===== config.mk =====
export PLATFORM = sky130hd
export DESIGN_NAME = sweep_scan_controller
export DESIGN_NICKNAME = d
export VERILOG_FILES = /design/src/hw/rtl/ssc_pkg.sv /design/src/hw/rtl/ssc_front.sv /design/src/hw/rtl/ssc_fifo.sv /design/src/hw/rtl/ssc_back.sv /design/src/hw/rtl/sweep_scan_controller.sv
export SDC_FILE = /design/constraint.sdc
export NUM_CORES = 1
export LEC_CHECK = 0
export BUFFER_PORTS_ARGS = -buffer_cell sky130_fd_sc_hd__buf_2
export CORE_MARGIN = 1.5
export CORE_UTILIZATION = 55
export CTS_BUF_LIST = sky130_fd_sc_hd__clkbuf_8
export CTS_CLUSTER_SIZE = 20
export DETAILED_ROUTE_END_ITERATION = 10
export PLACE_DENSITY = 0.78
export SLEW_MARGIN = 20
export SYNTH_ARGS = -nofsm -noshare
export SYNTH_HDL_FRONTEND = slang
export SYNTH_HIERARCHICAL = 1
export SYNTH_SLANG_ARGS = --single-unit

===== constraint.sdc =====
create_clock -name clk -period 2.6 [get_ports clk]
set_input_delay 0.78 -clock clk [delete_from_list [all_inputs] [get_ports clk]]
set_output_delay 0.78 -clock clk [all_outputs]
set_load 0.1 [all_outputs]

===== src/hw/rtl/ssc_pkg.sv =====
package ssc_pkg;

	// Recognised command bytes.
	localparam logic [7:0] BYTE_STOP = 8'h36;
	localparam logic [7:0] BYTE_PING = 8'h30;
	localparam logic [7:0] BYTE_SCAN = 8'h34;
	localparam logic [7:0] BYTE_HOME = 8'h32;

	// Transmitted bytes.
	localparam logic [7:0] REPLY_PING  = 8'h31;
	localparam logic [7:0] REPLY_DONE  = 8'h33;
	localparam logic [7:0] SCAN_HEADER = 8'hAA;

	localparam logic [15:0] STEP_LIMIT_RESET = 16'd10000;

	// Depth of the job queue between the front and back parts.
	localparam int JOB_DEPTH = 4;

	typedef enum logic [2:0] {
		CMD_NONE = 3'd0,
		CMD_STOP = 3'd1,
		CMD_PING = 3'd2,
		CMD_SCAN = 3'd3,
		CMD_HOME = 3'd4
	} cmd_t;

	typedef enum logic [1:0] {
		JOB_PING      = 2'd0,
		JOB_SCAN      = 2'd1,
		JOB_HOME_STEP = 2'd2,
		JOB_HOME_DONE = 2'd3
	} job_kind_t;

	// One tick's worth of output work.
	typedef struct packed {
		job_kind_t   kind;
		logic        step;
		logic [7:0]  sample_hi;
		logic [7:0]  sample_lo;
	} job_t;

	// One result beat.
	typedef struct packed {
		logic        byte_valid;
		logic [7:0]  tx_byte;
		logic        step_pulse;
		logic        override_active;
		logic        pen_lift_active;
		logic        last;
	} result_t;

endpackage


===== src/hw/rtl/ssc_front.sv =====
module ssc_front #(
	parameter int SAMPLE_BITS = 12
) (
	input  logic                   clk,
	input  logic                   arst_n,
	input  logic                   accept,
	input  logic                   kind,
	input  logic [7:0]             command_byte,
	input  logic                   left_limit_clear,
	input  logic                   right_limit_clear,
	input  logic [SAMPLE_BITS-1:0] adc_sample,
	input  logic                   cfg_we,
	input  logic [15:0]            cfg_wdata,
	output logic                   job_push,
	output ssc_pkg::job_t          job
);
	import ssc_pkg::*;

	cmd_t        pending_q, pending_d;
	logic [15:0] step_count_q, step_count_d;
	logic        homing_q, homing_d;
	logic [15:0] step_limit_q;
	logic [15:0] home_base;
	logic [15:0] sample_ext;
	logic        job_valid;

	assign sample_ext = 16'(adc_sample);
	// Homing starts from a cleared counter on its first tick.
	assign home_base  = homing_q ? step_count_q : 16'd0;

	always_comb begin
		pending_d     = pending_q;
		step_count_d  = step_count_q;
		homing_d      = homing_q;
		job_valid     = 1'b0;
		job.kind      = JOB_PING;
		job.step      = 1'b0;
		job.sample_hi = sample_ext[15:8];
		job.sample_lo = sample_ext[7:0];
		if (!kind) begin
			if (!homing_q) begin
				unique case (command_byte)
					BYTE_STOP: pending_d = CMD_STOP;
					BYTE_PING: pending_d = CMD_PING;
					BYTE_SCAN: pending_d = CMD_SCAN;
					BYTE_HOME: pending_d = CMD_HOME;
					default:   pending_d = pending_q;
				endcase
			end
		end else begin
			unique case (pending_q)
				CMD_STOP: begin
					pending_d    = CMD_NONE;
					step_count_d = 16'd0;
				end
				CMD_PING: begin
					pending_d = CMD_NONE;
					job_valid = 1'b1;
					job.kind  = JOB_PING;
				end
				CMD_SCAN: begin
					job_valid    = 1'b1;
					job.kind     = JOB_SCAN;
					job.step     = (step_count_q <= step_limit_q) &&
						left_limit_clear && right_limit_clear;
					step_count_d = step_count_q + 16'd1;
				end
				CMD_HOME: begin
					job_valid = 1'b1;
					if (right_limit_clear) begin
						job.kind     = JOB_HOME_STEP;
						job.step     = (home_base <= step_limit_q) && left_limit_clear;
						step_count_d = home_base + 16'd1;
						homing_d     = 1'b1;
					end else begin
						job.kind     = JOB_HOME_DONE;
						step_count_d = 16'd0;
						pending_d    = CMD_NONE;
						homing_d     = 1'b0;
					end
				end
				default: begin
				end
			endcase
		end
	end

	assign job_push = accept && kind && job_valid;

	always_ff @(posedge clk or negedge arst_n) begin
		if (!arst_n) begin
			pending_q    <= CMD_NONE;
			step_count_q <= 16'd0;
			homing_q     <= 1'b0;
			step_limit_q <= STEP_LIMIT_RESET;
		end else begin
			if (accept) begin
				pending_q    <= pending_d;
				step_count_q <= step_count_d;
				homing_q     <= homing_d;
			end
			if (cfg_we) begin
				step_limit_q <= cfg_wdata;
			end
		end
	end

endmodule


===== src/hw/rtl/ssc_fifo.sv =====
module ssc_fifo (
	input  logic          clk,
	input  logic          arst_n,
	input  logic          wr_en,
	input  ssc_pkg::job_t wr_job,
	output logic          full,
	input  logic          rd_en,
	output ssc_pkg::job_t rd_job,
	output logic          empty
);
	import ssc_pkg::*;

	localparam int PTR_W = (JOB_DEPTH > 1) ? $clog2(JOB_DEPTH) : 1;
	localparam int CNT_W = $clog2(JOB_DEPTH + 1);

	job_t             mem [JOB_DEPTH];
	logic [PTR_W-1:0] wr_ptr_q, rd_ptr_q;
	logic [CNT_W-1:0] count_q;
	logic             do_wr, do_rd;

	assign full   = (count_q == CNT_W'(JOB_DEPTH));
	assign empty  = (count_q == '0);
	assign do_wr  = wr_en && !full;
	assign do_rd  = rd_en && !empty;
	assign rd_job = mem[rd_ptr_q];

	always_ff @(posedge clk) begin
		if (do_wr) begin
			mem[wr_ptr_q] <= wr_job;
		end
	end

	always_ff @(posedge clk or negedge arst_n) begin
		if (!arst_n) begin
			wr_ptr_q <= '0;
			rd_ptr_q <= '0;
			count_q  <= '0;
		end else begin
			if (do_wr) begin
				wr_ptr_q <= (wr_ptr_q == PTR_W'(JOB_DEPTH - 1)) ? '0 : wr_ptr_q + PTR_W'(1);
			end
			if (do_rd) begin
				rd_ptr_q <= (rd_ptr_q == PTR_W'(JOB_DEPTH - 1)) ? '0 : rd_ptr_q + PTR_W'(1);
			end
			if (do_wr && !do_rd) begin
				count_q <= count_q + CNT_W'(1);
			end else if (do_rd && !do_wr) begin
				count_q <= count_q - CNT_W'(1);
			end
		end
	end

endmodule


===== src/hw/rtl/ssc_back.sv =====
module ssc_back (
	input  logic             clk,
	input  logic             arst_n,
	input  ssc_pkg::job_t    job,
	input  logic             job_empty,
	output logic             job_pop,
	input  logic             pop,
	output logic             empty,
	output ssc_pkg::result_t result
);
	import ssc_pkg::*;

	logic [1:0] beat_q;
	logic       final_beat;
	logic       take;

	assign empty      = job_empty;
	assign take       = pop && !job_empty;
	assign final_beat = (job.kind == JOB_SCAN) ? (beat_q == 2'd2) : 1'b1;
	assign job_pop    = take && final_beat;

	always_comb begin
		result.byte_valid      = 1'b1;
		result.tx_byte         = 8'h00;
		result.step_pulse      = 1'b0;
		result.override_active = 1'b0;
		result.pen_lift_active = 1'b0;
		result.last            = final_beat;
		unique case (job.kind)
			JOB_PING: begin
				result.tx_byte = REPLY_PING;
			end
			JOB_SCAN: begin
				result.override_active = 1'b1;
				result.pen_lift_active = 1'b1;
				unique case (beat_q)
					2'd0: begin
						result.tx_byte    = SCAN_HEADER;
						result.step_pulse = job.step;
					end
					2'd1:    result.tx_byte = job.sample_hi;
					default: result.tx_byte = job.sample_lo;
				endcase
			end
			JOB_HOME_STEP: begin
				result.byte_valid      = 1'b0;
				result.step_pulse      = job.step;
				result.override_active = 1'b1;
			end
			JOB_HOME_DONE: begin
				result.tx_byte         = REPLY_DONE;
				result.override_active = 1'b1;
			end
			default: begin
			end
		endcase
	end

	always_ff @(posedge clk or negedge arst_n) begin
		if (!arst_n) begin
			beat_q <= 2'd0;
		end else if (take) begin
			beat_q <= final_beat ? 2'd0 : beat_q + 2'd1;
		end
	end

endmodule


===== src/hw/rtl/sweep_scan_controller.sv =====
// Sweep scanner command decoder and control loop.
// Input channel (push/full): each beat is either a received command byte
// (kind low) or a control loop tick (kind high) carrying the limit switch
// levels and the converter sample. A beat is taken when push is high and
// full is low; one beat can be taken in every cycle.
// Result channel (empty/pop): the oldest result beat sits on the result ports
// while empty is low and leaves when pop is high. A ping, home step or home
// done tick gives one beat, a scan tick gives three (header, sample high byte,
// sample low byte), and stop ticks, idle ticks and command bytes give none.
// A tick's job is registered into the queue; its first beat shows once older
// jobs have left; the beats of a scan follow one per cycle while pop is held high.
// The front part updates the command and step state in the cycle a beat is
// taken, so the input rate is one item per cycle while full is low. Its jobs
// wait in a four-entry queue; while the receiver stalls the block keeps taking
// items until four ticks with results are queued, and then full rises.
// Configuration: cfg_we writes cfg_wdata into the step limit.
// Reset: the queue empties, no command is pending, the step counter is zero
// and the step limit returns to 10000.
module sweep_scan_controller #(
	parameter int SAMPLE_BITS = 12
) (
	input  logic                   clk,
	input  logic                   arst_n,
	input  logic                   push,
	output logic                   full,
	input  logic                   kind,
	input  logic [7:0]             command_byte,
	input  logic                   left_limit_clear,
	input  logic                   right_limit_clear,
	input  logic [SAMPLE_BITS-1:0] adc_sample,
	input  logic                   cfg_we,
	input  logic [15:0]            cfg_wdata,
	output logic                   empty,
	input  logic                   pop,
	output logic                   byte_valid,
	output logic [7:0]             tx_byte,
	output logic                   step_pulse,
	output logic                   override_active,
	output logic                   pen_lift_active,
	output logic                   last
);
	import ssc_pkg::*;

	logic    accept;
	logic    job_push;
	job_t    front_job;
	job_t    queue_job;
	logic    queue_empty;
	logic    queue_pop;
	result_t result;

	// Full comes straight from the job queue, so a command byte is also held
	// off while the queue is full; that keeps the accept condition simple.
	assign accept = push && !full;

	ssc_front #(
		.SAMPLE_BITS(SAMPLE_BITS)
	) u_front (
		.clk               (clk),
		.arst_n            (arst_n),
		.accept            (accept),
		.kind              (kind),
		.command_byte      (command_byte),
		.left_limit_clear  (left_limit_clear),
		.right_limit_clear (right_limit_clear),
		.adc_sample        (adc_sample),
		.cfg_we            (cfg_we),
		.cfg_wdata         (cfg_wdata),
		.job_push          (job_push),
		.job               (front_job)
	);

	ssc_fifo u_fifo (
		.clk    (clk),
		.arst_n (arst_n),
		.wr_en  (job_push),
		.wr_job (front_job),
		.full   (full),
		.rd_en  (queue_pop),
		.rd_job (queue_job),
		.empty  (queue_empty)
	);

	// The back part walks through the beats of the job at the queue head and
	// releases the job with its final beat.
	ssc_back u_back (
		.clk       (clk),
		.arst_n    (arst_n),
		.job       (queue_job),
		.job_empty (queue_empty),
		.job_pop   (queue_pop),
		.pop       (pop),
		.empty     (empty),
		.result    (result)
	);

	assign byte_valid      = result.byte_valid;
	assign tx_byte         = result.tx_byte;
	assign step_pulse      = result.step_pulse;
	assign override_active = result.override_active;
	assign pen_lift_active = result.pen_lift_active;
	assign last            = result.last;

endmodule


[Yosys cells after proc, flatten, opt, wreduce, memory -nomap -nowiden]
Memories as Yosys holds them, arrays and structs flattened.
Index checks and enable logic that the tools add are counted.
Word-level totals
  flip-flop bits (word level): 45
  RAM bits: 60
  bits of input ports: 44
  output and inout port bits: 15
  memories kept: 1
Cells by class
  add/sub/neg operators: 7
  order comparisons: 2
  eq/ne operators: 19
  muxes and demuxes: 31
  reductions and logical operators: 28
Memory list
  u_fifo.mem: depth 4, width 15, read ports 1, clocked after memory_dff 0, wr ports 1, line ssc_fifo.sv:16  | job_t mem [JOB_DEPTH];
Operator list (number)
  case mux 16 bit (3 select lines): 1
  adder 16 x 1 -> 16 bit (second input constant): 2
  == test 8 x 6 -> 1 bit (second input constant): 4
  <= comparator 16 bit: 2
  2-to-1 mux 16 bit: 2
  case mux 8 bit (3 select lines): 1
  2-to-1 mux 3 bit: 6
  case mux 8 bit (2 select lines): 1
  logical AND 1 bit: 12
  2-to-1 mux 1 bit: 12
  case mux 3 bit (4 select lines): 1
  == test 2 bit (second input constant): 5
  adder 2 x 1 -> 2 bit (second input constant): 3
  == test 3 x 2 -> 1 bit (second input constant): 2
  == test 3 bit (second input constant): 2
  2-to-1 mux 2 bit: 3
  case mux 3 bit (2 select lines): 1
  AND reduction 3 bit: 2
  OR reduction 3 bit: 2
  AND reduction 5 bit: 1
  nonzero test 5 bit: 1
  == test 2 x 1 -> 1 bit (second input constant): 2
  logical NOT 1 bit: 4
  logical NOT 2 bit: 2
  other kinds (12): 13

[Depth between registers and ports, before layout]
  depth after elaboration: 10
  depth in mapped cells: 13
  depth with buffers taken out: 12

[By module]
The synthesis kept the hierarchy.
By module, submodules not included
  ssc_fifo: times used 1, cells each 136, area each 3190.6 µm², seq. area each 2457.4 µm²
  ssc_front: times used 1, cells each 370, area each 3010.4 µm², seq. area each 907.1 µm²
  ssc_back: times used 1, cells each 54, area each 406.6 µm², seq. area each 50.0 µm²
  sweep_scan_controller: times used 1, cells each 1, area each 13.8 µm², seq. area each 0.0 µm²

[Worst setup path after synthesis]
No wires, ideal clock.
  path kind: register -> output
  start: register u_fifo.rd_ptr_q[0]
  end: output port tx_byte[5]
  data arrival time: 3.756 ns
  data required time: 1.820 ns
  path slack: -1.936 ns
  stages on the path, launching flop included: 7
  cells stage by stage: dfrtp_1 > mux4_2 > inv_1 > ha_1 > nand2b_1 > o22ai_1 > a31oi_1
RTL lines
  start, declared: line ssc_fifo.sv:17  | logic [PTR_W-1:0] wr_ptr_q, rd_ptr_q;
  start signal, assigned: line ssc_fifo.sv:43  | rd_ptr_q <= (rd_ptr_q == PTR_W'(JOB_DEPTH - 1)) ? '0 : rd_ptr_q + PTR_W'(1);
  end, declared: line sweep_scan_controller.sv:36  | output logic [7:0] tx_byte,

==> flow_summary.toml <==
[run_status]
status = "finished, violations left"
violations = "negative setup slack"

[synth]
syn_inst = 561
yosys_warnings = 6
synth.distinct_cells = 66
synth_seq_area_share = 0.516
synth_seq_cells = 121
synthArstFlopShare = 0.372
netlist_area_sq_um = 6620
synth_area_leader_cell = "edfxtp_1"
syn_area_per_cell_sq_um = 11.8
synth_edf_count = 76
synthFlopType = "edfxtp_1"
netlist.area_leader.share = 0.345
synthTopCellsByArea = "edfxtp_1, dfrtp_1, ha_1"

[clock_tree]
cts_sinks = 121
cts_buffers = 17
cts_buffer_depth = 2
cts_hold_buf = 0
htree_levels = 4
root_buffer = "clkbuf_8"
path_clk_slew_ps = 80
clk_latency_ps = 430
cts_tree = "yes"

[worst_setup_path]
slowest_delay_ps = 590
path_buf_inv = 3
critPathKind = "reg2out"
crit_path_start_kind = "flop"
cp_cell_sequence = "mux4_2, buf_6, ha_2, nor2_1, buf_4, a31oi_4, buf_12"
worstPathArrival_ps = 2330
cp-end-kind = "primary output"
cp_max_fo = 5
reg2reg_depth = 14
critPathLaunch = "u_fifo/rd_ptr_q[0]$_DFFE_PN0P_"
endpoint = "tx_byte[5]"
cp.depth = 7
rr_endpoint = "u_fifo/count_q[2]$_DFFE_PN0P_"
critPathTopFamily = "multiplexers"
r2r_start = "u_fifo/rd_ptr_q[0]$_DFFE_PN0P_"
r2r_slack_ps = -230
slowest_stage = "mux4_2"
worstPathRequired_ps = 1820

[power]
cellLeakagePower_uw = 0.00327
intPower_uw = 4380
peakVddDrop_mv = 0.382
p_sw_frac = 0.385
pwr-share-clk = 0.227
power_switching_uw = 2740
powerDensity_nw_per_um2 = 876
seq_power_share = 0.322
p_comb_frac = 0.450

[sta]
tns_ps = -5890
rsz0062_at_grt = "yes"
fmax_mhz = 322
skew_ps = 9.50
worstMarginPinSlew_ps = 515
setup_viol = 15
finalHoldViolations = 0
period_share = 1.20
finalMaxSlewViolations = 0
relSlewSlack = 0.657
fin_ws_ps = -509
timing.final.crit_period_ps = 3110

[floorplanning]
placement_rows = 39
ios = 59
die_h_microns = 113
start_util = 0.573
die_area_sq_um = 12700
core-area_sq_um = 11600
die_x_microns = 113

[route]
wirelength_microns = 14100
wire_per_inst_microns = 17.5
dr.first_iter.drc_count = 349
postRouteAntennaNets = 0
drtPass1Iterations = 6
avgViaCountPerCell = 5.86
drcViolationCount = 0
dr_total_vias = 4742

[placement]
io_buffers = 58
dpl_cell_area_sq_um = 7540
gp_congestion = 0.883
dp.final_hpwl_microns = 10100

[grt]
grt-ovfl-total = 0
grt_pass1_vias = 5080
grt_pass1_wl_microns = 24000
grtUsageTotal = 0.241
grt_max_degree = 32
antenna_found_initial = 0

[final_layout]
nets = 745
finalInstanceArea_sq_um = 8130
diodes = 0
regArea_sq_um = 3420
final_common_cell = "edfxtp_1"
syn2layout_area_growth_pct = 22.8
drive_gt1_frac = 0.332
multiInputGateArea_sq_um = 3070
fillerInstances = 786
layout_common_cells = "edfxtp_1, buf_2, ha_1"

[run]
maxCapViolCount = 0

[hold_path]
hold_class = "in2async"
==> Yosys cell counts (all sizes together), types with 2 or more instances <==
| cell | number |
|---|---|
| a21boi | 3 |
| a21o | 4 |
| a21oi | 38 |
| a221oi | 3 |
| a22o | 2 |
| a31oi | 5 |
| a41oi | 2 |
| and2 | 16 |
| and3 | 4 |
| and4 | 3 |
| buf | 27 |
| clkbuf | 13 |
| dfrtp | 40 |
| dfstp | 5 |
| edfxtp | 76 |
| ha | 47 |
| inv | 35 |
| mux2 | 9 |
| mux2i | 4 |
| mux4 | 19 |
| nand2 | 43 |
| nand2b | 6 |
| nand3 | 14 |
| nand4 | 12 |
| nor2 | 27 |
| nor2b | 6 |
| nor3 | 6 |
| nor3b | 5 |
| nor4 | 2 |
| o211ai | 3 |
| o21ai | 44 |
| o22ai | 6 |
| o31ai | 5 |
| or3 | 3 |
| or3b | 2 |
| xnor2 | 3 |
| xor2 | 3 |
==> layer usage <==
layer  vias up  routed length (microns)  track usage
li1       2248                        -            -
met2       148                     7620        0.428
met1      2308                     5420        0.277
met4         0                      422        0.114
met5         -                        0            0
met3        38                      674       0.0568
==> worst reg2reg max path, stage by stage, from the launching register on <==
cell and delay [ps]:
dfrtp_2 430, mux4_2 600, inv_2 110, ha_4 160, buf_6 120, nand2b_4 60, buf_6 110, nor2b_4 120
o31ai_4 60, ha_2 230, inv_2 40, fa_2 320, xor2_1 140, nor2_1 110, xor2_1 160
==> worst min path at each step <==
stage / start / to / depth (start not counted)
after detailed placement: u_front/step_limit_q[13]$_DFFE_PN1P_ / u_front/step_limit_q[13]$_DFFE_PN1P_ / 2
final: arst_n / u_front/step_count_q[9]$_DFFE_PN0P_ / 1
after CTS: arst_n / u_front/step_count_q[13]$_DFFE_PN0P_ / 1
after global placement: u_back/beat_q[1]$_DFFE_PN0P_ / u_back/beat_q[1]$_DFFE_PN0P_ / 1
after floorplan: arst_n / u_back/beat_q[0]$_DFFE_PN0P_ / 0
after global routing: arst_n / u_front/step_count_q[10]$_DFFE_PN0P_ / 1
==> registers in the layout, summed over array words and instances (netlist names) <==
register and flops:
u_fifo/mem 76, u_front/step_count_q 16, u_front/step_limit_q 16, u_fifo/count_q 3, u_front/pending_q 3, u_back/beat_q 2, u_fifo/rd_ptr_q 2, u_fifo/wr_ptr_q 2
u_front/homing_q 1
==> timing repair <==
| action | CTS | global route |
|---|---|---|
| setup buffers | 4 | 5 |
| pin swaps | 6 | 7 |
| gates resized for setup | 23 | 15 |
| endpoints found under the setup margin | 19 | 20 |
==> power groups by stage <==
stage | logic [uW] | clock network, uW | registers, uW
after floorplan | 2090 | 0 | 2300
after global placement | 2860 | 0 | 2310
after detailed placement | 2940 | 0 | 2320
after CTS | 3090 | 1660 | 2290
after global routing | 3390 | 1750 | 2310
final | 3210 | 1620 | 2300
==> kinds of logic after synthesis <==
logic type | synth area share
AND/OR/NAND/NOR | 0.125
AO/OA/AOI/OAI | 0.114
flip-flops | 0.516
buffers and inverters | 0.0574
adder cells (fa/ha/maj) | 0.0918
multiplexers | 0.0871
XOR/XNOR | 0.00794
other | 0.000566
==> metrics by stage <==
stage               instances  hold WS, ps  total power [uW]  utilization  setup WS (ps)
floorplan                 564          484              4390            -           -565
global route              809          326              7450        0.703           -634
CTS                       805          318              7040        0.695           -514
detailed placement        771          528              5260        0.652           -187
finish                    809          321              7120        0.703           -509
global placement          771          520              5170        0.652           -107
==> cell type report <==
| class | instances | area share |
|---|---|---|
| Multi-Input combinational cell | 368 | 0.377 |
| Timing Repair Buffer | 110 | 0.116 |
| Inverter | 35 | 0.0166 |
| Clock inverter | 15 | 0.0185 |
| Clock buffer | 17 | 0.0288 |
| Tap cell | 143 | 0.0220 |
| Sequential cell | 121 | 0.421 |
(Power assumes the default switching activity.)
